--- src/sfb_pkg.sv ---
// ----------------------------------------------------------------------------
// sfb_pkg: shared definitions for the band-limited spectral flux block
// Sizes, register codes and the job record passed from front to back end.
// ----------------------------------------------------------------------------
package sfb_pkg;

  // Frame store and amplitude sizes
  localparam int unsigned MAX_BINS  = 512;
  localparam int unsigned AMP_WIDTH = 16;
  localparam int unsigned POS_W     = $clog2(MAX_BINS);
  localparam int unsigned FILL_W    = POS_W + 1;

  // Register field widths
  localparam int unsigned CNT_W      = 10;
  localparam int unsigned FIRST_W    = 9;
  localparam int unsigned END_W      = 10;
  localparam int unsigned CFG_DATA_W = 10;
  localparam int unsigned CFG_IDX_W  = 2;

  // Datapath widths
  localparam int unsigned SQ_W    = 2 * AMP_WIDTH;
  localparam int unsigned SUM_W   = 42;
  localparam int unsigned FLUX_W  = SUM_W / 2;
  localparam int unsigned REM_W   = FLUX_W + 3;

  // Square root iteration count, one result bit per step
  localparam int unsigned SQRT_STEPS = FLUX_W;
  localparam int unsigned SQRT_CNT_W = $clog2(SQRT_STEPS);

  // Front-to-back queue
  localparam int unsigned QUEUE_DEPTH = 4;
  localparam int unsigned QUEUE_PTR_W = $clog2(QUEUE_DEPTH);

  // Register indexes
  typedef enum logic [CFG_IDX_W-1:0] {
    REG_BIN_COUNT = 2'd0,
    REG_FIRST_BIN = 2'd1,
    REG_END_BIN   = 2'd2
  } cfg_reg_e;

  // One classified bin: magnitude of the difference plus its role in the frame
  typedef struct packed {
    logic [AMP_WIDTH-1:0] diff;
    logic                 in_band;
    logic                 last;
  } sfb_job_t;

endpackage

--- src/sfb_back.sv ---
// ----------------------------------------------------------------------------
// sfb_back: squaring and frame accumulation
// Squares in-band differences, sums them over the frame and hands the total
// to the square root unit at the frame's last bin.
// ----------------------------------------------------------------------------
module sfb_back (
  input  logic                      clk_i,
  input  logic                      rst_ni,
  input  logic                      job_valid_i,
  input  sfb_pkg::sfb_job_t         job_i,
  output logic                      job_ready_o,
  output logic                      root_start_o,
  output logic [sfb_pkg::SUM_W-1:0] root_value_o,
  input  logic                      root_ready_i
);
  import sfb_pkg::*;

  logic             a_valid_q;
  logic [SQ_W-1:0]  a_sq_q;
  logic             a_last_q;
  logic [SUM_W-1:0] sum_q;
  logic [SUM_W-1:0] sum_total;
  logic             a_move;
  logic             job_take;

  // Stage moves on unless a frame end waits for the root unit
  assign a_move      = a_valid_q && (!a_last_q || root_ready_i);
  assign job_ready_o = !a_valid_q || a_move;
  assign job_take    = job_valid_i && job_ready_o;

  // Square stage
  always_ff @(posedge clk_i or negedge rst_ni) begin
    if (!rst_ni) begin
      a_valid_q <= 1'b0;
      a_sq_q    <= '0;
      a_last_q  <= 1'b0;
    end else if (job_take) begin
      a_valid_q <= 1'b1;
      a_sq_q    <= job_i.in_band ? SQ_W'(job_i.diff) * SQ_W'(job_i.diff) : '0;
      a_last_q  <= job_i.last;
    end else if (a_move) begin
      a_valid_q <= 1'b0;
    end
  end

  // Frame accumulator; cleared as the total leaves
  assign sum_total = sum_q + SUM_W'(a_sq_q);

  always_ff @(posedge clk_i or negedge rst_ni) begin
    if (!rst_ni) begin
      sum_q <= '0;
    end else if (a_move) begin
      sum_q <= a_last_q ? '0 : sum_total;
    end
  end

  assign root_start_o = a_move && a_last_q;
  assign root_value_o = sum_total;

endmodule

--- config.mk ---
export PLATFORM = sky130hd
export DESIGN_NAME = sfb_back
export DESIGN_NICKNAME = d
export VERILOG_FILES = /design/src/sfb_pkg.sv /design/src/sfb_back.sv
export SDC_FILE = /design/constraint.sdc
export NUM_CORES = 1
export LEC_CHECK = 0
export BUFFER_PORTS_ARGS = -buffer_cell sky130_fd_sc_hd__buf_2
export CORE_MARGIN = 2
export CORE_UTILIZATION = 25
export DETAILED_ROUTE_END_ITERATION = 16
export PLACE_DENSITY_LB_ADDON = 0.1
export SYNTH_ARGS = -nofsm -noshare
export SYNTH_HDL_FRONTEND = slang
export SYNTH_SLANG_ARGS = --single-unit
--- constraint.sdc ---
create_clock -name clk_i -period 2.7 [get_ports clk_i]
set_input_delay 0.405 -clock clk_i [delete_from_list [all_inputs] [get_ports clk_i]]
set_output_delay 0.405 -clock clk_i [all_outputs]
set_load 0.02 [all_outputs]
==> flow_metrics.tcl <==
set metrics [dict create \
    worstPathMaxFanout 5 \
    diodes 0 \
    synthToLayoutAreaGrowth_pct 51.4 \
    die_area_um2 50500 \
    ios 66 \
    startpoint_type "input pin" \
    clock.fmax_ghz 0.185 \
    drt_iter0_drc 390 \
    grt_usage_pct 14.6 \
    layout-drive-gt1-share_pct 41.9 \
    cts.htree.levels 3 \
    violations "negative setup slack" \
    path_delay_family "adder cells" \
    worst-setup-path-type "in -> reg" \
    start_util_pct 25.4 \
    synth_compound_area_share_pct 15.0 \
    synth-edff-count 0 \
    rr_startpoint "a_sq_q[3]$_DFFE_PN0P_" \
    drtPass1Iterations 6 \
    cp.arrival_ps 5630 \
    r2r-end "sum_q[34]$_DFFE_PN0P_" \
    critPathCaptureType "flip-flop" \
    finalSetupViolCount 70 \
    yosysSeqAreaShare_pct 15.4 \
    reg2reg_depth 12 \
    hold_viol_final 0 \
    critical_path.max_stage_delay_ps 540 \
    finClkSkew_ps 9.98 \
    crit_required_ps 2930 \
    synthArstFlopShare_pct 100 \
    synth_cell_types 67 \
    grt_start_max_net_pins 40 \
    synth.area.top_cells "fa_1, dfrtp_1, ha_1" \
    synth-xor-area-share_pct 5.10 \
    finalInstanceArea_um2 18500 \
    fin_nets 2063 \
    grt_pass1_vias 11200 \
    drcViolationCount 0 \
    drv_cap 0 \
    cts_root_buffer "clkbuf_16" \
    synthMuxAreaShare_pct 0.267 \
    core_area_um2 47900 \
    synth_top_family_by_area "adder cells" \
    status "finished, violations left" \
    synth_flop_cell "dfrtp_1" \
    crit_chain "buf_8 > buf_4 > nand2_1 > fa_1 > fa_1 > inv_1 > fa_1 > fa_1 > fa_1 > inv_1 > fa_1 > inv_1 > ha_4 > a21oi_4 > and4_1 > a21oi_2 > a22oi_2 > a21boi_2 > or3_4 > a32o_1" \
    grt_pass1_wl_mm 59.1 \
    finalCriticalPeriod_ps 5390 \
    fillers 4863 \
    slew_viol_final 0 \
    postPlaceCellArea_um2 15700 \
    clock_latency_ps 350 \
    hp-class "in -> async" \
    routed_wl_mm 35.5 \
    critPathSlowestCell "fa_1" \
    syn-num-nets 1706 \
    yosys_warnings 0 \
    crit_path_frequent_cell "fa_1" \
    wl_per_cell_um 15.0 \
    numClockSinks 75 \
    via_count 10300 \
    tightest_slew_ps 548 \
    rsz0062_at_grt "true" \
    syn_area_um2 12200 \
    period_share_pct 200 \
    portBuffers 65 \
    setup_slack_ps -2690 \
    die_h_um 225 \
    overflow 0 \
    syn_avg_cell_area_um2 8.79 \
    viasPerCell 4.35 \
    hpwl_mm 29.4 \
    netlist_instances 1387 \
    cts_tree "built" \
    grt_antenna_before_repair 0 \
    synth_top_cell_area_share_pct 26.6 \
    antenna_left 0 \
    synth_top_cell_by_area "fa_1" \
    path_clk_slew_ps 60 \
    clockBufferDepth 2 \
    synthSimpleGateAreaFrac_pct 13.2 \
    synth_seq_cells 75 \
    die_x_um 225 \
    relSlewSlack_pct 63.4 \
    row_count 80 \
    ff2ff_setup_slack_ps -300 \
    gp_congestion 0.811 \
    cts_made_buffers 9 \
    synthAdderAreaFrac_pct 40.5 \
    cts_hold_buf 0 \
    worst-path-buf-inv 5 \
]
cell usage after synthesis (7+ instances only):
library cell / n
inv_1: 279
fa_1: 162
nand2_1: 154
ha_1: 135
dfrtp_1: 75
nor2_1: 58
o21ai_0: 58
a21oi_1: 53
xnor2_1: 51
and2_1: 43
clkbuf_1: 41
a21o_1: 39
a22o_1: 31
nand3_1: 21
xor2_1: 20
nand2b_1: 12
nand4_1: 10
nor3_1: 9
o21bai_1: 9
o31ai_1: 8
a211oi_1: 7
and3_1: 7
nor2b_1: 7
o21a_1: 7
worst reg2reg max path, stage by stage, from the launching register on:
cell and delay, ps:
dfrtp_1 430, ha_4 310, nand3_2 100, o31ai_4 290
a21oi_4 80, a21o_1 220, o31ai_4 260, a31oi_4 140
o31a_1 320, buf_6 150, buf_6 110, or4_4 470
nand3_2 70
routing by layer:
layer / wire (um) / GRT usage, % / up-vias
li1: - / - / 5197
met1: 17800 / 20.6 / 4970
met2: 16500 / 24.5 / 96
met3: 701 / 1.21 / 16
met4: 385 / 2.61 / 0
met5: 0 / 0 / -
logic make-up after synthesis:
kind of cell               count (synthesis)
buffers and inverters                    329
AOI/OAI and AO/OA                        267
adders and majority gates                297
xor gates and xnor gates                  71
and+or+nand+nor                          345
DFF                                       75
muxes                                      3
flip-flops by register name (all words and copies together) (netlist names):
name / cells
a_last_q: 1
sum_q: 42
a_valid_q: 1
a_sq_q: 31
area by class of cell:
| class | instances | area (um^2) | share of cell area, % |
|---|---|---|---|
| inverter | 279 | 1050 | 5.72 |
| clock inverter | 4 | 48.8 | 0.264 |
| tap | 615 | 769 | 4.17 |
| multi-input combinational | 983 | 11000 | 59.4 |
| sequential | 75 | 1880 | 10.2 |
| timing repair buffer | 396 | 3480 | 18.9 |
| clock buffer | 11 | 253 | 1.37 |
worst max path at each step:
stage / from / endpoint / slack, ps / depth (start not counted)
6_report: job_i[7] / a_sq_q[24]$_DFFE_PN0P_ / -2690 / 20
5_1_grt: job_i[3] / a_sq_q[29]$_DFFE_PN0P_ / -2870 / 26
4_1_cts: job_i[7] / a_sq_q[24]$_DFFE_PN0P_ / -2680 / 24
3_5_place_dp: job_i[5] / a_sq_q[31]$_DFFE_PN0P_ / -3430 / 23
3_3_place_gp: job_i[5] / a_sq_q[31]$_DFFE_PN0P_ / -3360 / 23
2_1_floorplan: job_i[3] / a_sq_q[24]$_DFFE_PN0P_ / -2920 / 24
per-stage QoR:
stage	util [%]	TNS [ps]	hold slack [ps]	cells	worst slack [ps]
2_1_floorplan	-	-62450	109	1387	-2920
3_3_place_gp	32.7	-87450	432	2287	-3360
3_5_place_dp	32.7	-86950	435	2287	-3430
4_1_cts	37.2	-76920	48.9	2348	-2680
5_1_grt	38.5	-84260	70.2	2363	-2870
6_report	38.5	-74440	28.4	2363	-2690
cells in the final DEF, fill, tap and decap left out, drive strengths merged, types with 10 or more instances in the layout:
master | synthesis | final
o21ai | 59 | 59
fa | 162 | 162
inv | 279 | 280
nand2b | 12 | 12
nor2 | 58 | 58
a22o | 31 | 31
xnor2 | 51 | 51
a21o | 40 | 40
a21oi | 54 | 54
buf | 5 | 395
nand3 | 21 | 21
clkbuf | 44 | 12
ha | 135 | 135
nand2 | 155 | 155
xor2 | 20 | 20
and2 | 43 | 43
nand4 | 11 | 11
o31ai | 10 | 10
dfrtp | 75 | 75
repair_timing:
action / 4_1_cts / 5_1_grt
gates cloned: 2 / 0
pin swaps: 220 / 103
setup endpoints to repair: 77 / 83
endpoints found under the hold margin: 0 / 0
setup buffers: 55 / 24
gates resized for setup: 384 / 129
Power is not shown: default switching activity piles up to over one toggle a cycle in this logic, so the estimate is an artifact.
