--- config.mk ---
export PLATFORM = sky130hd
export DESIGN_NAME = sfb_queue
export DESIGN_NICKNAME = d
export VERILOG_FILES = /design/src/sfb_pkg.sv /design/src/sfb_queue.sv
export SDC_FILE = /design/constraint.sdc
export NUM_CORES = 1
export LEC_CHECK = 0
export BUFFER_PORTS_ARGS = -buffer_cell sky130_fd_sc_hd__buf_2
export CAP_MARGIN = 20
export CORE_AREA = 2 2 97 99
export CTS_BUF_LIST = sky130_fd_sc_hd__clkbuf_8
export DETAILED_ROUTE_END_ITERATION = 10
export DIE_AREA = 0 0 99 101
export GPL_ROUTABILITY_DRIVEN = 0
export MAX_ROUTING_LAYER = met4
export PLACE_DENSITY_LB_ADDON = 0.2
export SYNTH_ARGS = -nofsm -noshare
export SYNTH_HDL_FRONTEND = slang
export SYNTH_SLANG_ARGS = --single-unit
--- constraint.sdc ---
create_clock -name clk_i -period 2.05 [get_ports clk_i]
set_input_delay 0 -clock clk_i [delete_from_list [all_inputs] [get_ports clk_i]]
set_output_delay 0 -clock clk_i [all_outputs]
set_load 0.03 [all_outputs]
--- src/sfb_pkg.sv ---
// ----------------------------------------------------------------------------
// sfb_pkg: shared definitions for the band-limited spectral flux block
// Sizes, register codes and the job record passed from front to back end.
// ----------------------------------------------------------------------------
package sfb_pkg;

  // Frame store and amplitude sizes
  localparam int unsigned MAX_BINS  = 512;
  localparam int unsigned AMP_WIDTH = 16;
  localparam int unsigned POS_W     = $clog2(MAX_BINS);
  localparam int unsigned FILL_W    = POS_W + 1;

  // Register field widths
  localparam int unsigned CNT_W      = 10;
  localparam int unsigned FIRST_W    = 9;
  localparam int unsigned END_W      = 10;
  localparam int unsigned CFG_DATA_W = 10;
  localparam int unsigned CFG_IDX_W  = 2;

  // Datapath widths
  localparam int unsigned SQ_W    = 2 * AMP_WIDTH;
  localparam int unsigned SUM_W   = 42;
  localparam int unsigned FLUX_W  = SUM_W / 2;
  localparam int unsigned REM_W   = FLUX_W + 3;

  // Square root iteration count, one result bit per step
  localparam int unsigned SQRT_STEPS = FLUX_W;
  localparam int unsigned SQRT_CNT_W = $clog2(SQRT_STEPS);

  // Front-to-back queue
  localparam int unsigned QUEUE_DEPTH = 4;
  localparam int unsigned QUEUE_PTR_W = $clog2(QUEUE_DEPTH);

  // Register indexes
  typedef enum logic [CFG_IDX_W-1:0] {
    REG_BIN_COUNT = 2'd0,
    REG_FIRST_BIN = 2'd1,
    REG_END_BIN   = 2'd2
  } cfg_reg_e;

  // One classified bin: magnitude of the difference plus its role in the frame
  typedef struct packed {
    logic [AMP_WIDTH-1:0] diff;
    logic                 in_band;
    logic                 last;
  } sfb_job_t;

endpackage

--- src/sfb_queue.sv ---
// ----------------------------------------------------------------------------
// sfb_queue: short job queue between front and back end
// Register-based FIFO of classified bins.
// ----------------------------------------------------------------------------
module sfb_queue (
  input  logic              clk_i,
  input  logic              rst_ni,
  input  logic              push_i,
  input  sfb_pkg::sfb_job_t push_data_i,
  output logic              full_o,
  input  logic              pop_i,
  output sfb_pkg::sfb_job_t pop_data_o,
  output logic              empty_o
);
  import sfb_pkg::*;

  sfb_job_t               entries_q [QUEUE_DEPTH];
  logic [QUEUE_PTR_W-1:0] wr_ptr_q;
  logic [QUEUE_PTR_W-1:0] rd_ptr_q;
  logic [QUEUE_PTR_W:0]   count_q;
  logic                   do_push;
  logic                   do_pop;

  assign full_o  = count_q == (QUEUE_PTR_W + 1)'(QUEUE_DEPTH);
  assign empty_o = count_q == '0;
  assign do_push = push_i && !full_o;
  assign do_pop  = pop_i && !empty_o;

  // Entry storage
  always_ff @(posedge clk_i) begin
    if (do_push) begin
      entries_q[wr_ptr_q] <= push_data_i;
    end
  end

  // Pointers and fill level
  always_ff @(posedge clk_i or negedge rst_ni) begin
    if (!rst_ni) begin
      wr_ptr_q <= '0;
      rd_ptr_q <= '0;
      count_q  <= '0;
    end else begin
      if (do_push) begin
        wr_ptr_q <= wr_ptr_q + QUEUE_PTR_W'(1);
      end
      if (do_pop) begin
        rd_ptr_q <= rd_ptr_q + QUEUE_PTR_W'(1);
      end
      case ({do_push, do_pop})
        2'b10:   count_q <= count_q + (QUEUE_PTR_W + 1)'(1);
        2'b01:   count_q <= count_q - (QUEUE_PTR_W + 1)'(1);
        default: ;
      endcase
    end
  end

  assign pop_data_o = entries_q[rd_ptr_q];

endmodule

==> results of run 1 <==
## critical path: cells and delay by family (launching register included)
family | cells | cell delay [ns]
fa+ha+maj | 2 | 0.51
simple gates | 3 | 0.47
flops | 1 | 0.44
xor+xnor | 2 | 0.30
buf+inv | 2 | 0.12
## cells in the mapped netlist
library cell  count  share of area
ha_1              5          0.021
fa_1              1         0.0066
nor2_1            1         0.0012
xnor2_1           3         0.0087
nor3_1            1         0.0016
nor2b_4           1         0.0045
nor3b_4           1         0.0062
edfxtp_1         72           0.71
and2_2            4         0.0099
xor2_1            3         0.0087
o31a_2            1         0.0033
mux4_2           18           0.13
mux2i_1           1         0.0033
mux2_4            1         0.0049
inv_1             6         0.0074
dfrtp_1           7          0.058
buf_2             1         0.0016
nand2_1           1         0.0012
buf_4             3         0.0074
## layout by cell type (no fill, tap or decap)
cell	count
fa_2	1
inv_6	2
ha_2	1
dfrtp_2	1
nor3b_4	1
mux2i_1	1
nor2_1	1
mux4_2	18
xor2_1	3
buf_12	1
edfxtp_1	72
buf_4	3
dfrtp_1	6
xnor2_1	3
clkinvlp_4	1
and2_2	4
mux2_4	1
buf_2	41
nand2_1	1
dlygate4sd3_1	19
nor3_1	1
clkbuf_8	9
o31a_2	1
inv_1	6
clkinv_2	2
bufinv_16	2
nor2b_4	1
ha_1	4
## cell type report
type,instances,area share
inverters,6,0.005907
repair buffers,64,0.1149
flip-flops and latches,79,0.6134
multi-input cells,42,0.1720
clock inverters,7,0.02494
clock buffers,9,0.03249
well taps,111,0.03643
## power breakdown
part           switching, mW  internal, mW
Sequential             0.137          2.15
Clock                  0.540         0.689
Combinational           1.22         0.826
## repair_timing
| action | in CTS | in global routing |
|---|---|---|
| buffers inserted | 0 | 2 |
| hold endpoints to repair | 79 | 0 |
| endpoints found under the setup margin | 0 | 1 |
| hold buffers | 19 | 0 |
| resized for setup | 0 | 1 |
## state kept, by name, summed over array words and instances (netlist names)
name,cells
count_q,3
entries_q,72
rd_ptr_q,2
wr_ptr_q,2
## stage by stage
step           instances  setup slack (ns)  instance area, um2  total power [mW]
6_report             318            0.1253                3812             5.564
5_1_grt              318           0.01272                3812             5.839
4_1_cts              316           0.08245                3796             5.643
3_5_place_dp         281            0.1020                3387             4.387
3_3_place_gp         281            0.2040                3387             4.309
2_1_floorplan        131           0.01033                3043             3.818
## kinds of logic (layout without fill, tap and decap cells)
kind of cell	count (synthesis)	count (layout)	synth area share
fa+ha+maj	6	6	0.02718
xor+xnor	6	6	0.01730
mux	20	20	0.1417
flops	79	79	0.7694
simple gates	9	9	0.02471
compound gates	1	1	0.003295
buf+inv	10	86	0.01647
## final timing paths
check / depth (start not counted) / start / slack [ns] / end
min in group clk_i: 3 / pop_i / 0.02 / rd_ptr_q[0]$_DFFE_PN0P_
min: 2 / rst_ni / 0.02 / wr_ptr_q[0]$_DFFE_PN0P_
max: 9 / count_q[0]$_DFFE_PN0P_ / 0.13 / count_q[2]$_DFFE_PN0P_
min reg2reg: 1 / rd_ptr_q[1]$_DFFE_PN0P_ / 0.48 / rd_ptr_q[1]$_DFFE_PN0P_
max reg2reg: 9 / count_q[0]$_DFFE_PN0P_ / 0.13 / count_q[2]$_DFFE_PN0P_
max in group asynchronous: 2 / rst_ni / 1.86 / count_q[0]$_DFFE_PN0P_
## metal layers
layer  vias up  track usage  routed length (um)
met4         0      0.05058                 100
met2        34       0.1881                2629
met1       737       0.1172                2164
li1        669            -                   -
met3        11      0.02843                 190
met5         -            -                   0
==> flow_summary.yaml, run 1 <==
run_status:
  status: "completed"
timing:
  skew_ns: 0.007501
  fin_crit_ns: 1.925
  rsz0062_at_grt: "no"
  period_share: 0.9389
  setup_viol: 0
  holdWs_ns: 0.01511
  worstMarginPinSlew_ns: 0.5247
  fmax_mhz: 519.6
  setup-tns-final_ns: 0
  maxSlewViolCount: 0
  hold_violations: 0
  slew_headroom: 0.6502
detailed_routing:
  ant_nets: 0
  dr.pass1.iters: 4
  drt_iter0_drc: 99
  wl_per_cell_um: 15.99
  drc_errors: 0
  viasPerCell: 4.563
  num_vias: 1451
  totalWireLength_mm: 5.084
power:
  p_leak_nw: 1.375
  ir_worst_vdd_uv: 795.2
  powerDensity_nw_per_um2: 1460
placement:
  portBuffers: 41
  hpwl_mm: 3.171
logic_synthesis:
  synth_cell_types: 19
  synth_warnings: 0
  syn_inst: 131
  ys_ff_latch: 79
  syn_nets: 159
  seq_area_frac_synth: 0.7694
  syn_area_per_cell_um2: 23.19
  netlist_area_um2: 3038
floorplanning:
  fp.dieArea_um2: 9999
  die_x_um: 99
  initial_utilization: 0.3384
  io-pin-count: 42
  core-area_um2: 8977
  rows: 35
  die_y_um: 101
final_layout:
  post-route-util: 0.4247
  layout-drive-gt1-share: 0.4348
  multiInputGateArea_um2: 655.6
  nFillCells: 786
  regArea_um2: 2338
  layout.nets: 230
  n_antenna_cell: 0
  syn2layout_area_growth_pct: 25.49
clock_network:
  clkSlewWorstSetupHoldPaths_ns: 0.08
  cts.sinks: 79
  cts_tree: "built"
  clockBufferDepth: 2
  root_buffer: "clkbuf_8"
  insertion_delay_ns: 0.34
  cts_made_buffers: 9
  htreeDepth: 3
worst_setup_path:
  worstPathRequired_ns: 2.31
  max_stage_delay_ns: 0.44
  crit_fanout: 7
  cp_cell_sequence: "nor3b_4, nor2b_4, inv_1, ha_2, inv_1, fa_2, xor2_1, nor2_1, xor2_1"
  crit_path_end_kind: "flop"
  crit_arrival_ns: 2.18
  critical_path_class: "reg2reg"
  critPathLaunchType: "flop"
  slowest_stage: "dfrtp_2"
global_route:
  grt_pass1_wl_mm: 7.679
  grt.total_usage: 0.1088
  antenna_found_initial: 0
  grt_pass1_vias: 1565
  grt_max_degree: 19
  overflow: 0
hold_path:
  hold_class: "in2async"
flow_run:
  maxCapViolCount: 0
No activity file was read; power rests on OpenSTA's default activity.
==> inputs of run 2 (changes only) <==
--- a/config.mk
+++ b/config.mk
@@ -7,10 +7,10 @@
 export LEC_CHECK = 0
 export BUFFER_PORTS_ARGS = -buffer_cell sky130_fd_sc_hd__buf_2
 export CAP_MARGIN = 20
-export CORE_AREA = 2 2 97 99
+export CORE_AREA = 2 2 74 129
 export CTS_BUF_LIST = sky130_fd_sc_hd__clkbuf_8
 export DETAILED_ROUTE_END_ITERATION = 10
-export DIE_AREA = 0 0 99 101
+export DIE_AREA = 0 0 76 131
 export GPL_ROUTABILITY_DRIVEN = 0
 export MAX_ROUTING_LAYER = met4
 export PLACE_DENSITY_LB_ADDON = 0.2
==> run 2 against run 1 <==
Via count shrank 1.3%. Largest cell class unchanged. Register-to-register slack lost 0.02 ns. Largest power group unchanged. Sequential power is essentially flat. Critical endpoint unchanged. Clock power shrank 28%.
==> flow_summary.yaml, run 2 (same netlist as run 1, synthesis figures left out) <==
placement:
  portBuffers: 41
  dpl_worst_slack_ns: 0.08536
  dpl_cell_area_um2: 3398
  hpwl_mm: 3.335
worst_setup_path:
  crit_family: "adder cells"
  crit_fanout: 7
  critical_path_class: "reg2reg"
  crit_arrival_ns: 2.21
  crit_path_end_kind: "flop"
  slowest_stage: "dfrtp_2"
  critPathLaunchType: "flop"
  cp_cell_sequence: "nor3b_4, nor2b_4, inv_1, ha_2, inv_1, fa_2, xor2_1, nor2_1, xor2_1"
  max_stage_delay_ns: 0.45
  crit_buf_inv: 2
  worstPathRequired_ns: 2.31
floorplanning:
  core-area_um2: 8921
  initial_utilization: 0.3405
  rows: 46
  die_y_um: 131
  fp.dieArea_um2: 9956
  io-pin-count: 42
  die_x_um: 76
final_layout:
  layout-drive-gt1-share: 0.4078
  layout_common_cells: "72 x edfxtp_1, 41 x buf_2, 19 x dlygate4sd3_1"
  reg_top3: "entries_q (72), count_q (3)"
  final_common_cell: "edfxtp_1"
  final_area_um2: 3755
  syn2layout_area_growth_pct: 23.60
  nFillCells: 803
  largest_reg_flops: 72
  layout.nets: 231
  top_register: "entries_q"
  n_antenna_cell: 0
hold_path:
  hold_class: "in2reg"
timing:
  setup-tns-final_ns: 0
  setup_slack_ns: 0.1014
  hold_violations: 0
  skew_ns: 0.01149
  setup_viol: 0
  fin_crit_ns: 1.949
  slew_headroom: 0.6580
  fmax_mhz: 513.2
  worstMarginPinSlew_ns: 0.5130
  maxSlewViolCount: 0
  period_share: 0.9505
global_route:
  overflow: 0
  grt_max_degree: 19
  grt.total_usage: 0.1154
  grt_pass1_wl_mm: 8.045
  grt_pass1_vias: 1582
  antenna_found_initial: 0
detailed_routing:
  viasPerCell: 4.393
  dr.pass1.iters: 4
  totalWireLength_mm: 5.201
  ant_nets: 0
  num_vias: 1432
  drc_errors: 0
  wl_per_cell_um: 15.95
  drt_iter0_drc: 141
clock_network:
  cts_tree: "built"
  root_buffer: "clkbuf_8"
  clkSlewWorstSetupHoldPaths_ns: 0.07
  cts_made_buffers: 9
  insertion_delay_ns: 0.34
  htreeDepth: 3
  clockBufferDepth: 2
  cts.sinks: 79
power:
  finalPower_mw: 5.250
  powerDensity_nw_per_um2: 1398
  ir_worst_vdd_uv: 598.7
  p_leak_nw: 1.346
run_status:
  status: "completed"
flow_run:
  maxCapViolCount: 0
-- run 2: final timing paths --
| check | from | end | slack [ns] | depth (start not counted) |
|---|---|---|---|---|
| max | count_q[0]$_DFFE_PN0P_ | count_q[2]$_DFFE_PN0P_ | 0.10 | 9 |
| min | pop_i | rd_ptr_q[0]$_DFFE_PN0P_ | 0.01 | 3 |
| max reg2reg | count_q[0]$_DFFE_PN0P_ | count_q[2]$_DFFE_PN0P_ | 0.10 | 9 |
| min reg2reg | rd_ptr_q[0]$_DFFE_PN0P_ | rd_ptr_q[0]$_DFFE_PN0P_ | 0.56 | 1 |
| max in group asynchronous | rst_ni | count_q[0]$_DFFE_PN0P_ | 1.85 | 2 |
| min in group asynchronous | rst_ni | count_q[2]$_DFFE_PN0P_ | 0.02 | 2 |
-- run 2: what timing repair did --
item,4_1_cts,5_1_grt
buffers inserted,0,3
hold buffers,19,0
endpoints found under the hold margin,79,0
setup endpoints to repair,0,1
gates resized for setup,0,1
-- run 2: report_power, final --
group	internal (mW)	total [mW]	switching, mW
Sequential	2.16	2.32	0.167
Clock	0.405	0.883	0.479
Combinational	0.842	2.04	1.20
Total	3.40	5.25	1.85
-- run 2: metrics by stage --
| step | util | hold slack, ns | cells |
|---|---|---|---|
| after floorplan | - | -0.2956 | 131 |
| after global placement | 0.3809 | -0.1572 | 290 |
| after detailed placement | 0.3809 | -0.1533 | 290 |
| after CTS | 0.4182 | 0.007371 | 323 |
| after global routing | 0.4209 | 0.002320 | 326 |
| final | 0.4209 | 0.01350 | 326 |
-- run 2: cell type report --
| type | instances | area (um2) | share of cell area |
|---|---|---|---|
| inverters | 6 | 22.52 | 0.005998 |
| repair buffers | 65 | 445.4 | 0.1186 |
| well taps | 120 | 150.1 | 0.03999 |
| multi-input cells | 42 | 655.6 | 0.1746 |
| clock inverters | 5 | 18.77 | 0.004998 |
| clock buffers | 9 | 123.9 | 0.03299 |
| flip-flops and latches | 79 | 2338 | 0.6228 |
-- run 2: layer usage --
metal,up-vias,GRT usage,wire [um]
met1,727,0.1124,1960
met3,7,0.03846,192
li1,669,-,-
met5,-,-,0
met2,29,0.2059,2961
met4,0,0.05775,87
-- run 2: worst reg2reg max path, cell delays in order (launching register included) --
cell and delay, ns:
dfrtp_2 0.45, nor3b_4 0.25, nor2b_4 0.09, inv_1 0.07
ha_2 0.18, inv_1 0.05, fa_2 0.33, xor2_1 0.15
nor2_1 0.12, xor2_1 0.18
