===== src/sfb_pkg.sv =====
// ----------------------------------------------------------------------------
// sfb_pkg: shared definitions for the band-limited spectral flux block
// Sizes, register codes and the job record passed from front to back end.
// ----------------------------------------------------------------------------
package sfb_pkg;

  // Frame store and amplitude sizes
  localparam int unsigned MAX_BINS  = 512;
  localparam int unsigned AMP_WIDTH = 16;
  localparam int unsigned POS_W     = $clog2(MAX_BINS);
  localparam int unsigned FILL_W    = POS_W + 1;

  // Register field widths
  localparam int unsigned CNT_W      = 10;
  localparam int unsigned FIRST_W    = 9;
  localparam int unsigned END_W      = 10;
  localparam int unsigned CFG_DATA_W = 10;
  localparam int unsigned CFG_IDX_W  = 2;

  // Datapath widths
  localparam int unsigned SQ_W    = 2 * AMP_WIDTH;
  localparam int unsigned SUM_W   = 42;
  localparam int unsigned FLUX_W  = SUM_W / 2;
  localparam int unsigned REM_W   = FLUX_W + 3;

  // Square root iteration count, one result bit per step
  localparam int unsigned SQRT_STEPS = FLUX_W;
  localparam int unsigned SQRT_CNT_W = $clog2(SQRT_STEPS);

  // Front-to-back queue
  localparam int unsigned QUEUE_DEPTH = 4;
  localparam int unsigned QUEUE_PTR_W = $clog2(QUEUE_DEPTH);

  // Register indexes
  typedef enum logic [CFG_IDX_W-1:0] {
    REG_BIN_COUNT = 2'd0,
    REG_FIRST_BIN = 2'd1,
    REG_END_BIN   = 2'd2
  } cfg_reg_e;

  // One classified bin: magnitude of the difference plus its role in the frame
  typedef struct packed {
    logic [AMP_WIDTH-1:0] diff;
    logic                 in_band;
    logic                 last;
  } sfb_job_t;

endpackage


===== src/sfb_if.sv =====


interface sfb_flux_if;
  import sfb_pkg::*;

  logic              valid;
  logic              ready;
  logic [FLUX_W-1:0] flux_value;

  modport source (output valid, output flux_value, input ready);
  modport sink   (input valid, input flux_value, output ready);
endinterface


===== src/sfb_sqrt.sv =====
// ----------------------------------------------------------------------------
// sfb_sqrt: iterative floor square root and output register
// Digit-by-digit root, one result bit per cycle, feeding the result channel.
// ----------------------------------------------------------------------------
module sfb_sqrt (
  input  logic                      clk_i,
  input  logic                      rst_ni,
  input  logic                      start_i,
  input  logic [sfb_pkg::SUM_W-1:0] value_i,
  output logic                      ready_o,
  sfb_flux_if.source                flux_o
);
  import sfb_pkg::*;

  typedef enum logic [1:0] {
    ST_IDLE,
    ST_BUSY,
    ST_DONE
  } state_e;

  state_e                state_q;
  logic [SUM_W-1:0]      val_q;
  logic [REM_W-1:0]      rem_q;
  logic [FLUX_W-1:0]     root_q;
  logic [SQRT_CNT_W-1:0] cnt_q;
  logic                  out_valid_q;
  logic [FLUX_W-1:0]     out_data_q;

  logic [REM_W-1:0]      rem_sh;
  logic [REM_W-1:0]      trial;
  logic                  fits;
  logic [REM_W-1:0]      rem_next;
  logic [FLUX_W-1:0]     root_next;
  logic                  out_free;
  logic                  out_load;
  logic [FLUX_W-1:0]     out_next;

  // One root bit: bring down two value bits, try (4*root + 1)
  assign rem_sh    = {rem_q[REM_W-3:0], val_q[SUM_W-1 -: 2]};
  assign trial     = {1'b0, root_q, 2'b01};
  assign fits      = rem_sh >= trial;
  assign rem_next  = fits ? (rem_sh - trial) : rem_sh;
  assign root_next = {root_q[FLUX_W-2:0], fits};

  assign out_free = !out_valid_q || flux_o.ready;
  assign ready_o  = state_q == ST_IDLE;

  // Result register loads at the last root step or from the waiting state
  assign out_load = out_free && (((state_q == ST_BUSY) && (cnt_q == '0)) ||
                                 (state_q == ST_DONE));
  assign out_next = (state_q == ST_DONE) ? root_q : root_next;

  // Sequencer and output register
  always_ff @(posedge clk_i or negedge rst_ni) begin
    if (!rst_ni) begin
      state_q     <= ST_IDLE;
      val_q       <= '0;
      rem_q       <= '0;
      root_q      <= '0;
      cnt_q       <= '0;
      out_valid_q <= 1'b0;
      out_data_q  <= '0;
    end else begin
      if (out_load) begin
        out_data_q  <= out_next;
        out_valid_q <= 1'b1;
      end else if (flux_o.ready) begin
        out_valid_q <= 1'b0;
      end
      case (state_q)
        ST_IDLE: begin
          if (start_i) begin
            val_q   <= value_i;
            rem_q   <= '0;
            root_q  <= '0;
            cnt_q   <= SQRT_CNT_W'(SQRT_STEPS - 1);
            state_q <= ST_BUSY;
          end
        end
        ST_BUSY: begin
          val_q  <= {val_q[SUM_W-3:0], 2'b00};
          rem_q  <= rem_next;
          root_q <= root_next;
          if (cnt_q == '0) begin
            state_q <= out_free ? ST_IDLE : ST_DONE;
          end else begin
            cnt_q <= cnt_q - SQRT_CNT_W'(1);
          end
        end
        ST_DONE: begin
          // Result waits for the output register to drain
          if (out_free) begin
            state_q <= ST_IDLE;
          end
        end
        default: state_q <= ST_IDLE;
      endcase
    end
  end

  assign flux_o.valid      = out_valid_q;
  assign flux_o.flux_value = out_data_q;

endmodule


===== src/flat_wrapper.sv =====
// flat-port wrapper written by rule: the top's interface ports become plain ports
module sfb_sqrt_flat import sfb_pkg::*;
  (clk_i, rst_ni, start_i, value_i, ready_o, flux_o_valid, flux_o_flux_value, flux_o_ready);
  sfb_flux_if flux_o_i ();
  input  logic clk_i;
  input  logic rst_ni;
  input  logic start_i;
  input  logic [sfb_pkg::SUM_W-1:0] value_i;
  output logic ready_o;
  output wire logic [$bits(flux_o_i.valid)-1:0] flux_o_valid;
  output wire logic [$bits(flux_o_i.flux_value)-1:0] flux_o_flux_value;
  input wire logic [$bits(flux_o_i.ready)-1:0] flux_o_ready;
  assign flux_o_valid = flux_o_i.valid;
  assign flux_o_flux_value = flux_o_i.flux_value;
  assign flux_o_i.ready = flux_o_ready;
  sfb_sqrt u_core (.clk_i(clk_i), .rst_ni(rst_ni), .start_i(start_i), .value_i(value_i), .ready_o(ready_o), .flux_o(flux_o_i));
endmodule

===== config.mk =====
export PLATFORM = sky130hd
export DESIGN_NAME = sfb_sqrt_flat
export DESIGN_NICKNAME = d
export VERILOG_FILES = /design/src/sfb_pkg.sv /design/src/sfb_if.sv /design/src/sfb_sqrt.sv /design/src/flat_wrapper.sv
export SDC_FILE = /design/constraint.sdc
export NUM_CORES = 1
export LEC_CHECK = 0
export BUFFER_PORTS_ARGS = -buffer_cell sky130_fd_sc_hd__buf_2
export CAP_MARGIN = 20
export CORE_MARGIN = 2
export CORE_UTILIZATION = 41
export DETAILED_ROUTE_END_ITERATION = 8
export PLACE_DENSITY = 0.58
export RECOVER_POWER = 25
export SLEW_MARGIN = 15
export SYNTH_ARGS = -nofsm -noshare
export SYNTH_HDL_FRONTEND = slang
export SYNTH_SLANG_ARGS = --single-unit

===== constraint.sdc =====
create_clock -name clk_i -period 3.7 [get_ports clk_i]
set_input_delay 0.555 -clock clk_i [delete_from_list [all_inputs] [get_ports clk_i]]
set_output_delay 0.555 -clock clk_i [all_outputs]
set_load 0.1 [all_outputs]

==> impl_results.md, run 1 <==
* # hold bufs at CTS at 0
* Status: finished with violations
* Post-synthesis cell type count at 50
* Synth area leaders: dfrtp_1 (48%), nand2_1 (7.6%), a21oi_1 (5.3%)
* Number of max-cap violations at 1
* Number of antenna diodes at 0
* Endpoints failing hold at 0
* Post-synth EDFFs at 0
* Setup CP Type: reg -> reg
* Post-synth top flop: dfrtp_1
* Root buffer cell: clkbuf_16
* Initial antenna violation count at 0
* H-tree levels at 4
* Vias in the first global route at 4,856
* Asr flop ratio synth at 100%
* PortBufs at 68
* Pin count of the biggest net entering global routing at 64
* Syn_area_per_cell at 8.93 µm²
* Vias/cell at 5.28
* Post-CTS Setup Bufs at 0
* Setup total negative slack at 0 ns
* 1st-pass router iterations at 4
* CTS sink count at 114
* Std cell rows at 44
* Post-DP HPWL at 9570 µm
* Initial Util at 41.5%
* Ys Warns at 0
* Worst-Margin Slew at 2.73 ns
* Peak Freq at 345 MHz
* Total CTS buffers at 17
* RSZ-0062 raised after global routing: false
* Vias at 4,869
* Share of post-route cells with drive strength above 1 at 16.1%
* Tot GR Track Use at 19.0%
* Chip width at 125 µm
* Synthesized instance count at 668
* Detailed router's first-iteration violation count at 268
* Routed wire length at 14,100 µm
* Area Overhead vs Synth at 18.9%
* DRC errors left at 0
* Worst-path clk slew at 0.05 ns
* Seq cells post-synth at 114
* Crit. End Element: register
* Clk_lat worst skew at 0.42 ns
* Setup Viol. Count Final at 0
* Grt ovf at 0
* Layout net count at 798
* Cts repair resizes at 0
* Failing checks: max-capacitance violations, max-slew violations
* Startpoint types: register
* Final max-slew violation count at 50
* Tmin final at 2.90 ns
* CTS tree: yes
* Syn_nets at 739
* Relative slew margins at -82.3%
* Register area share after synthesis at 47.8%
* Clk_skew at 0.00737 ns
* Die area at 15,500 µm²
* Fill cell count at 1,347
* CP max FO at 13
* Gpl congestion at 0.955
* Detailed-route wire length per cell at 15.3 µm
* Die Y at 125 µm
* CORE AREA at 14,400 µm²
* Fin crit share at 78.3%
* Longest Clk Path Bufs at 2
* Crit path required time at 3.98 ns
* # IOs at 69
* Largest area contributor in the netlist: dfrtp_1
* DRT antenna net count at 0
* Arrival @ worst endpoint at 3.18 ns
* Yosys top cell area share at 47.8%
* Post-Syn Area at 5970 µm²
* First-pass GRT wire length at 23,600 µm
* Hold Crit Class: in -> reg
## cells by family after synthesis
logic type,synth area share (%)
AO/OA/AOI/OAI,19.6
buffers and inverters,4.93
XOR/XNOR,3.08
AND/OR/NAND/NOR,16.8
flip-flops,47.8
multiplexers,2.54
adder cells (fa/ha/maj),5.24
## worst paths after layout
| path | from | endpoint | slack [ns] | cells after the start |
|---|---|---|---|---|
| worst max-delay path | u_core.root_q[0] | u_core.rem_q[13] | 0.80 | 11 |
| worst min-delay path | value_i[0] | u_core.val_q[0] | 0.34 | 3 |
| worst max register to register | u_core.root_q[0] | u_core.rem_q[13] | 0.80 | 11 |
| worst min register to register | u_core.val_q[38] | u_core.val_q[38] | 0.47 | 2 |
| max in group asynchronous | rst_ni | u_core.val_q[18] | 1.07 | 2 |
| min in group asynchronous | rst_ni | u_core.root_q[12] | 1.00 | 1 |
## synth_stat cells, drive strengths merged, types with 4 or more instances
master  number
a21o         7
a21oi       63
a22oi       38
a31oi        5
buf          6
clkbuf      33
dfrtp      114
ha          25
inv         30
mux2i       14
nand2      120
nand2b       7
nand3       30
nor2        54
nor2b        6
nor3         6
o211ai       4
o21ai       53
xnor2       14
xor2         7
## stage by stage
stage	setup slack, ns	hold WS, ns	util [%]	area [µm²]	std cells
3_5_place_dp	0.810	0.466	45.0	6460	891
5_1_grt	0.449	0.335	49.4	7090	923
2_1_floorplan	0.706	0.259	-	5970	668
4_1_cts	0.804	0.185	49.3	7080	922
3_3_place_gp	0.918	0.459	45.0	6460	891
6_report	0.804	0.338	49.4	7090	923
## cell usage in the layout, fill, tap and decap left out, drive strengths merged, types with 3 or more instances in the layout
cell type,count
bufinv,3
nor3,6
nand3,30
o211ai,4
ha,25
nand2b,7
nand2,120
mux2i,14
dfrtp,114
a21o,7
xnor2,14
nor2b,6
a21oi,63
clkinv,6
a22oi,38
o21ai,53
inv,30
xor2,7
clkbuf,22
nor2,54
buf,78
a31oi,5
## critical path, stage by stage (launching register included)
cell and delay (ns):
dfrtp_1 0.38, inv_1 0.07, ha_1 0.34, nor2b_1 0.17, o31ai_2 0.30, a21oi_1 0.21, o21a_1 0.23, o211ai_2 0.29
and2_1 0.20, buf_4 0.26, mux2i_1 0.23, o21ai_1 0.08
## sequential cells by signal, summed over array words and instances, names as in the netlist
| signal | flops |
|---|---|
| u_core.flux_o.valid | 1 |
| u_core.root_q | 21 |
| u_core.flux_o.flux_value | 21 |
| u_core.cnt_q | 5 |
| u_core.val_q | 42 |
| u_core.rem_q | 22 |
| u_core.state_q | 2 |
## final cells by class
class	instances	area, µm²	area share, %
sequential	114	2850	40.2
multi-input combinational	485	2840	40.1
clock buffer	21	480	6.77
timing repair buffer	79	442	6.23
tap	184	230	3.25
clock inverter	10	131	1.85
inverter	30	113	1.59
## layer usage
layer  part of all wire (%)  track usage [%]
met5                      0                0
met4                    2.4             8.00
met3                    5.5             6.74
met2                     47             31.1
met1                     45             22.7
Power of run 1 is not shown: default switching activity piles up to over one toggle a cycle in this logic, so the estimate is an artifact.
==> run 2: changes to the inputs <==
--- a/config.mk
+++ b/config.mk
@@ -10,7 +10,7 @@
 export CORE_MARGIN = 2
 export CORE_UTILIZATION = 41
 export DETAILED_ROUTE_END_ITERATION = 8
-export PLACE_DENSITY = 0.58
+export PLACE_DENSITY = 0.61
 export RECOVER_POWER = 25
 export SLEW_MARGIN = 15
 export SYNTH_ARGS = -nofsm -noshare
==> constraint.sdc (replaced) <==
create_clock -name clk_i -period 2.55 [get_ports clk_i]
set_input_delay 0.3825 -clock clk_i [delete_from_list [all_inputs] [get_ports clk_i]]
set_output_delay 0.3825 -clock clk_i [all_outputs]
set_load 0.1 [all_outputs]
==> impl_results.md, run 2 (same netlist as run 1, synthesis figures left out) <==
* Chip width at 125 µm (unchanged)
* Fill cell count at 1,328 (-1.4%)
* Setup total negative slack at 0 ns (unchanged)
* Longest Clk Path Bufs at 2 (unchanged)
* Number of antenna diodes at 0 (unchanged)
* Detailed router's first-iteration violation count at 295 (+10%)
* Most frequent cells in the layout: nand2_1 (120), dfrtp_1 (114), buf_2 (67), a21oi_1 (60), nor2_1 (51)
* CTS tree: yes
* Startpoint types: register
* Clk_skew at 0.00738 ns (+0.0000128 ns)
* Share of post-route cells with drive strength above 1 at 22.5% (+6.4 points)
* Std cell rows at 44 (unchanged)
* Placed cell area at 6650 µm² (+2.9%)
* Clk_lat worst skew at 0.42 ns (about the same)
* Worst r2r src: u_core.root_q[15]
* Crit. End Element: register
* DRT antenna net count at 0 (unchanged)
* Reg area at 2850 µm² (unchanged)
* Tmin final at 2.50 ns (-0.399 ns)
* Routed wire length at 14,600 µm (+3.6%)
* Worst Hold Launch: value_i[0]
* Tot GR Track Use at 19.0% (about the same)
* Worst-Margin Slew at 1.11 ns (-1.63 ns)
* Top reg by flops: u_core.val_q
* Crit path required time at 2.82 ns (-1.16 ns)
* Arrival @ worst endpoint at 2.77 ns (-0.41 ns)
* Vias/cell at 5.38 (+1.9%)
* CTS sink count at 114 (unchanged)
* Final instance area at 7570 µm² (+6.7%)
* RSZ-0062 raised after global routing: true
* Final max-slew violation count at 0 (-100%)
* Multi-input gate area at 3020 µm² (+6.1%)
* H-tree levels at 4 (unchanged)
* Initial Util at 41.5% (unchanged)
* Vias in the first global route at 5,156 (+6.2%)
* Most common library cell in the layout ignoring fill and taps: nand2_1
* Grt ovf at 0 (unchanged)
* Largest register FFs at 42 (unchanged)
* Reg-to-reg slack, setup at 0.05 ns (-0.75 ns)
* Vias at 5,103 (+4.8%)
* Area Overhead vs Synth at 26.8%
* Relative slew margins at 26.1% (+110 points)
* Endpoints failing hold at 0 (unchanged)
* R2r endpoint: u_core.rem_q[13]
* Total CTS buffers at 17 (unchanged)
* R2R cell count at 11 (unchanged)
* Pin count of the biggest net entering global routing at 50 (-22%)
* First-pass GRT wire length at 24,200 µm (+2.4%)
* Worst-path clk slew at 0.05 ns (about the same)
* CORE AREA at 14,400 µm² (unchanged)
* Setup Viol. Count Final at 0 (unchanged)
* CP max FO at 8 (-5)
* Number of max-cap violations at 0 (-1)
* Peak Freq at 400 MHz (+16%)
* PortBufs at 68 (unchanged)
* Layout net count at 824 (+3.3%)
* Post-DP HPWL at 9530 µm (-0.34%)
* Status: complete, no violations
* # IOs at 69 (unchanged)
* Hold endpoint: u_core.val_q[0]
* Root buffer cell: clkbuf_16
* Initial antenna violation count at 0 (unchanged)
* Hold Path Depth at 3 (unchanged)
* Setup CP Type: reg -> reg
* Hold Crit Class: in -> reg
* Die Y at 125 µm (unchanged)
* 1st-pass router iterations at 4 (unchanged)
* Detailed-route wire length per cell at 15.4 µm (+0.76%)
* Fin crit share at 97.9% (+20 points)
* Regs by FF count: u_core.val_q: 42 flops, u_core.rem_q: 22 flops
* Die area at 15,500 µm² (unchanged)
* Gpl congestion at 0.857 (-10%)
* DRC errors left at 0 (unchanged)
-- run 2: through the flow --
stage / util, % / setup slack (ns) / hold slack, ns / std cells
after floorplan: - / 0.00262 / 0.0869 / 668
after global placement: 46.3 / 0.0643 / 0.424 / 907
after detailed placement: 46.3 / -0.00505 / 0.426 / 907
after CTS: 51.0 / 0.00439 / 0.142 / 939
after global routing: 52.7 / -0.0913 / 0.164 / 949
final: 52.7 / 0.0525 / 0.156 / 949
-- run 2: layout make-up --
type / count / area share [%]
multi-input cells: 485 / 39.9
flip-flops and latches: 114 / 37.7
clock inverters: 11 / 2.74
clock buffers: 20 / 6.04
inverters: 30 / 1.49
well taps: 184 / 3.04
repair buffers: 105 / 9.11
-- run 2: worst max-delay path by stage --
stage | from | to | slack, ns | cells past startpoint
after floorplan | u_core.root_q[15] | u_core.rem_q[11] | 0.003 | 11
after global placement | u_core.root_q[1] | u_core.rem_q[21] | 0.06 | 11
after detailed placement | u_core.root_q[15] | u_core.flux_o.flux_value[0] | -0.005 | 10
after CTS | u_core.root_q[1] | u_core.rem_q[21] | 0.004 | 11
after global routing | u_core.root_q[14] | u_core.rem_q[6] | -0.09 | 11
final | u_core.root_q[15] | u_core.rem_q[13] | 0.05 | 11
-- run 2: critical path: stages (launching register included) --
cell	delay, ns
dfrtp_1	0.39
inv_2	0.10
ha_4	0.21
a21o_1	0.17
a21o_1	0.16
a21o_1	0.19
a2111oi_4	0.38
and2_4	0.25
buf_12	0.13
buf_12	0.13
mux2i_1	0.18
o21ai_1	0.07
-- run 2: timing repair --
action	in CTS	in global routing
resized for setup	2	34
endpoints found under the setup margin	1	23
gates cloned	0	1
buffers inserted	0	9
hold buffers	1	0
endpoints found under the hold margin	40	0
pin swaps	0	13
-- run 2: metal layers --
layer | part of all wire [%] | GRT usage, % | up-vias
met5 | 0 | 0 | -
met4 | 1.2 | 5.29 | 0
met3 | 6.2 | 7.09 | 17
met2 | 50 | 32.2 | 118
met1 | 43 | 22.6 | 2477
li1 | - | - | 2491
Power of run 2 is left out for the same reason.
==> run 3: changes to the inputs <==
--- a/config.mk
+++ b/config.mk
@@ -9,6 +9,7 @@
 export CAP_MARGIN = 20
 export CORE_MARGIN = 2
 export CORE_UTILIZATION = 41
+export CTS_BUF_LIST = sky130_fd_sc_hd__clkbuf_8
 export DETAILED_ROUTE_END_ITERATION = 8
 export PLACE_DENSITY = 0.61
 export RECOVER_POWER = 25
==> constraint.sdc (replaced) <==
create_clock -name clk_i -period 2.14 [get_ports clk_i]
set_input_delay 0.321 -clock clk_i [delete_from_list [all_inputs] [get_ports clk_i]]
set_output_delay 0.321 -clock clk_i [all_outputs]
set_load 0.1 [all_outputs]
==> impl_results.md, run 3 (same netlist as run 1, synthesis figures left out) <==
* Largest register FFs at 42 (unchanged)
* Routed wire length at 16,300 µm (+11%)
* Worst-Margin Slew at 1.14 ns (+0.0331 ns)
* Endpoints failing hold at 0 (unchanged)
* Arrival @ worst endpoint at 2.67 ns (-0.10 ns)
* CTS sink count at 114 (unchanged)
* Post-DP HPWL at 11,200 µm (+17%)
* Grt ovf at 0 (unchanged)
* DRT antenna net count at 0 (unchanged)
* Delay-heaviest family, CP: compound AO/OA/AOI/OAI gates
* Share of post-route cells with drive strength above 1 at 34.9% (+12 points)
* Vias in the first global route at 5,709 (+11%)
* Layout net count at 932 (+13%)
* Area Overhead vs Synth at 39.1%
* Fin crit share at 110% (+12 points)
* Hold Crit Class: in -> reg
* Detailed router's first-iteration violation count at 394 (+34%)
* Crit-path cells: ha_4, a21o_1, a21o_1, a21o_1, a2111oi_4, and2_4, buf_4, mux2i_1, o21ai_1
* H-tree levels at 4 (unchanged)
* Crit path required time at 2.46 ns (-0.36 ns)
* First-pass GRT wire length at 26,700 µm (+11%)
* RSZ-0062 raised after global routing: true
* Top reg by flops: u_core.val_q
* PortBufs at 68 (unchanged)
* Vias at 5,555 (+8.9%)
* Final Util at 57.7% (+5.1 points)
* Clk_skew at 0.00905 ns (+0.00167 ns)
* Gpl congestion at 0.935 (+9.1%)
* Chip width at 125 µm (unchanged)
* Pin count of the biggest net entering global routing at 50 (unchanged)
* Setup CP Type: reg -> reg
* PnR worst setup slack at -0.211 ns (-0.264 ns)
* Worst-path clk slew at 0.07 ns (+0.02 ns)
* Detailed-route wire length per cell at 15.4 µm (about the same)
* Number of antenna diodes at 0 (unchanged)
* Total CTS buffers at 17 (unchanged)
* Std cell rows at 44 (unchanged)
* Die Y at 125 µm (unchanged)
* Vias/cell at 5.25 (-2.4%)
* Initial Util at 41.5% (unchanged)
* 1st-pass router iterations at 7 (+3)
* Pre-CTS WS at -0.354 ns (-0.349 ns)
* Most frequent cells in the layout: buf_4 (132), nand2_1 (119), dfrtp_1 (114), buf_2 (67), a21oi_1 (55)
* DRC errors left at 0 (unchanged)
* Status: finished with violations
* Cell mode on critical path: a21o_1
* Longest Clk Path Bufs at 2 (unchanged)
* Crit. End Element: register
* Peak Freq at 425 MHz (+6.2%)
* Die area at 15,500 µm² (unchanged)
* Initial antenna violation count at 0 (unchanged)
* Number of max-cap violations at 0 (unchanged)
* Tmin final at 2.35 ns (-0.146 ns)
* Clk_lat worst skew at 0.44 ns (+0.02 ns)
* # IOs at 69 (unchanged)
* Critical-path top delay cell: dfrtp_1
* Relative slew margins at 23.9% (-2.2 points)
* Startpoint types: register
* Tot GR Track Use at 21.1% (+2.2 points)
* Final max-slew violation count at 0 (unchanged)
* Root buffer cell: clkbuf_8
* Worst Path Buf+Inv at 1 (-2)
* Most common library cell in the layout ignoring fill and taps: buf_4
* Regs by FF count: u_core.val_q: 42 flops, u_core.rem_q: 22 flops
* Failing checks: negative setup slack
* CTS tree: yes
* CP max FO at 5 (-3)
* CP max stage delay at 0.41 ns (+0.02 ns)
* CORE AREA at 14,400 µm² (unchanged)
* Setup Viol. Count Final at 24 (+24)
[run 3: cell count changes in the layout (fill, tap and decap cells not counted), sizes merged]
| cell | before | now |
|---|---|---|
| buf | 101 | 207 |
| bufinv | 6 | 2 |
| clkbuf | 23 | 27 |
| clkinvlp | 1 | 2 |
| inv | 30 | 31 |
| nor2 | 54 | 55 |
[run 3: worst paths after layout]
kind / from / end / slack, ns / depth (start not counted)
hold reg to reg: u_core.val_q[3] / u_core.val_q[3] / 0.48 / 2
setup / recovery: u_core.rem_q[15] / u_core.rem_q[19] / -0.21 / 9
min in group asynchronous: rst_ni / u_core.flux_o.flux_value[12] / 0.62 / 2
hold / removal: value_i[1] / u_core.val_q[1] / 0.07 / 3
setup reg to reg: u_core.rem_q[15] / u_core.rem_q[19] / -0.21 / 9
max in group asynchronous: rst_ni / u_core.state_q[0] / 0.31 / 3
[run 3: through the flow]
step                setup TNS, ns  hold WS (ns)  area (µm²)  instances
floorplan                   -5.13        0.0254        6100        668
global placement            -6.56         0.349        7510       1007
detailed placement          -7.45         0.357        7510       1007
CTS                         -3.63        0.0479        8130       1049
global route                -6.40        0.0666        8300       1058
finish                      -3.96        0.0737        8300       1058
[run 3: final cells by class]
type / count / area (µm²)
Clock buffer: 23 / 317
Inverter: 30 / 113
Timing Repair Buffer: 212 / 1520
Fill cell: 1266 / 6070
Sequential cell: 114 / 2850
Clock inverter: 9 / 103
Tap cell: 184 / 230
Multi-Input combinational cell: 486 / 3160
[run 3: metal layers]
| layer | GRT usage [%] | vias up | share of wire [%] |
|---|---|---|---|
| met1 | 25.8 | 2680 | 43 |
| met5 | 0 | - | 0 |
| met3 | 5.07 | 36 | 4.6 |
| met4 | 10.4 | 0 | 2.9 |
| met2 | 35.1 | 130 | 49 |
| li1 | - | 2709 | - |
[run 3: repair_timing]
action	in CTS	in global routing
pin swaps	7	17
endpoints found under the hold margin	38	0
setup endpoints to repair	25	43
buffers inserted	9	7
gates cloned	0	3
resized for setup	32	19
hold buffers	1	0
[run 3: worst min-delay path: stages]
cell     delay [ns]
buf_2          0.08
nand2_1        0.04
nand2_1        0.04
Power of run 3 is left out for the same reason.
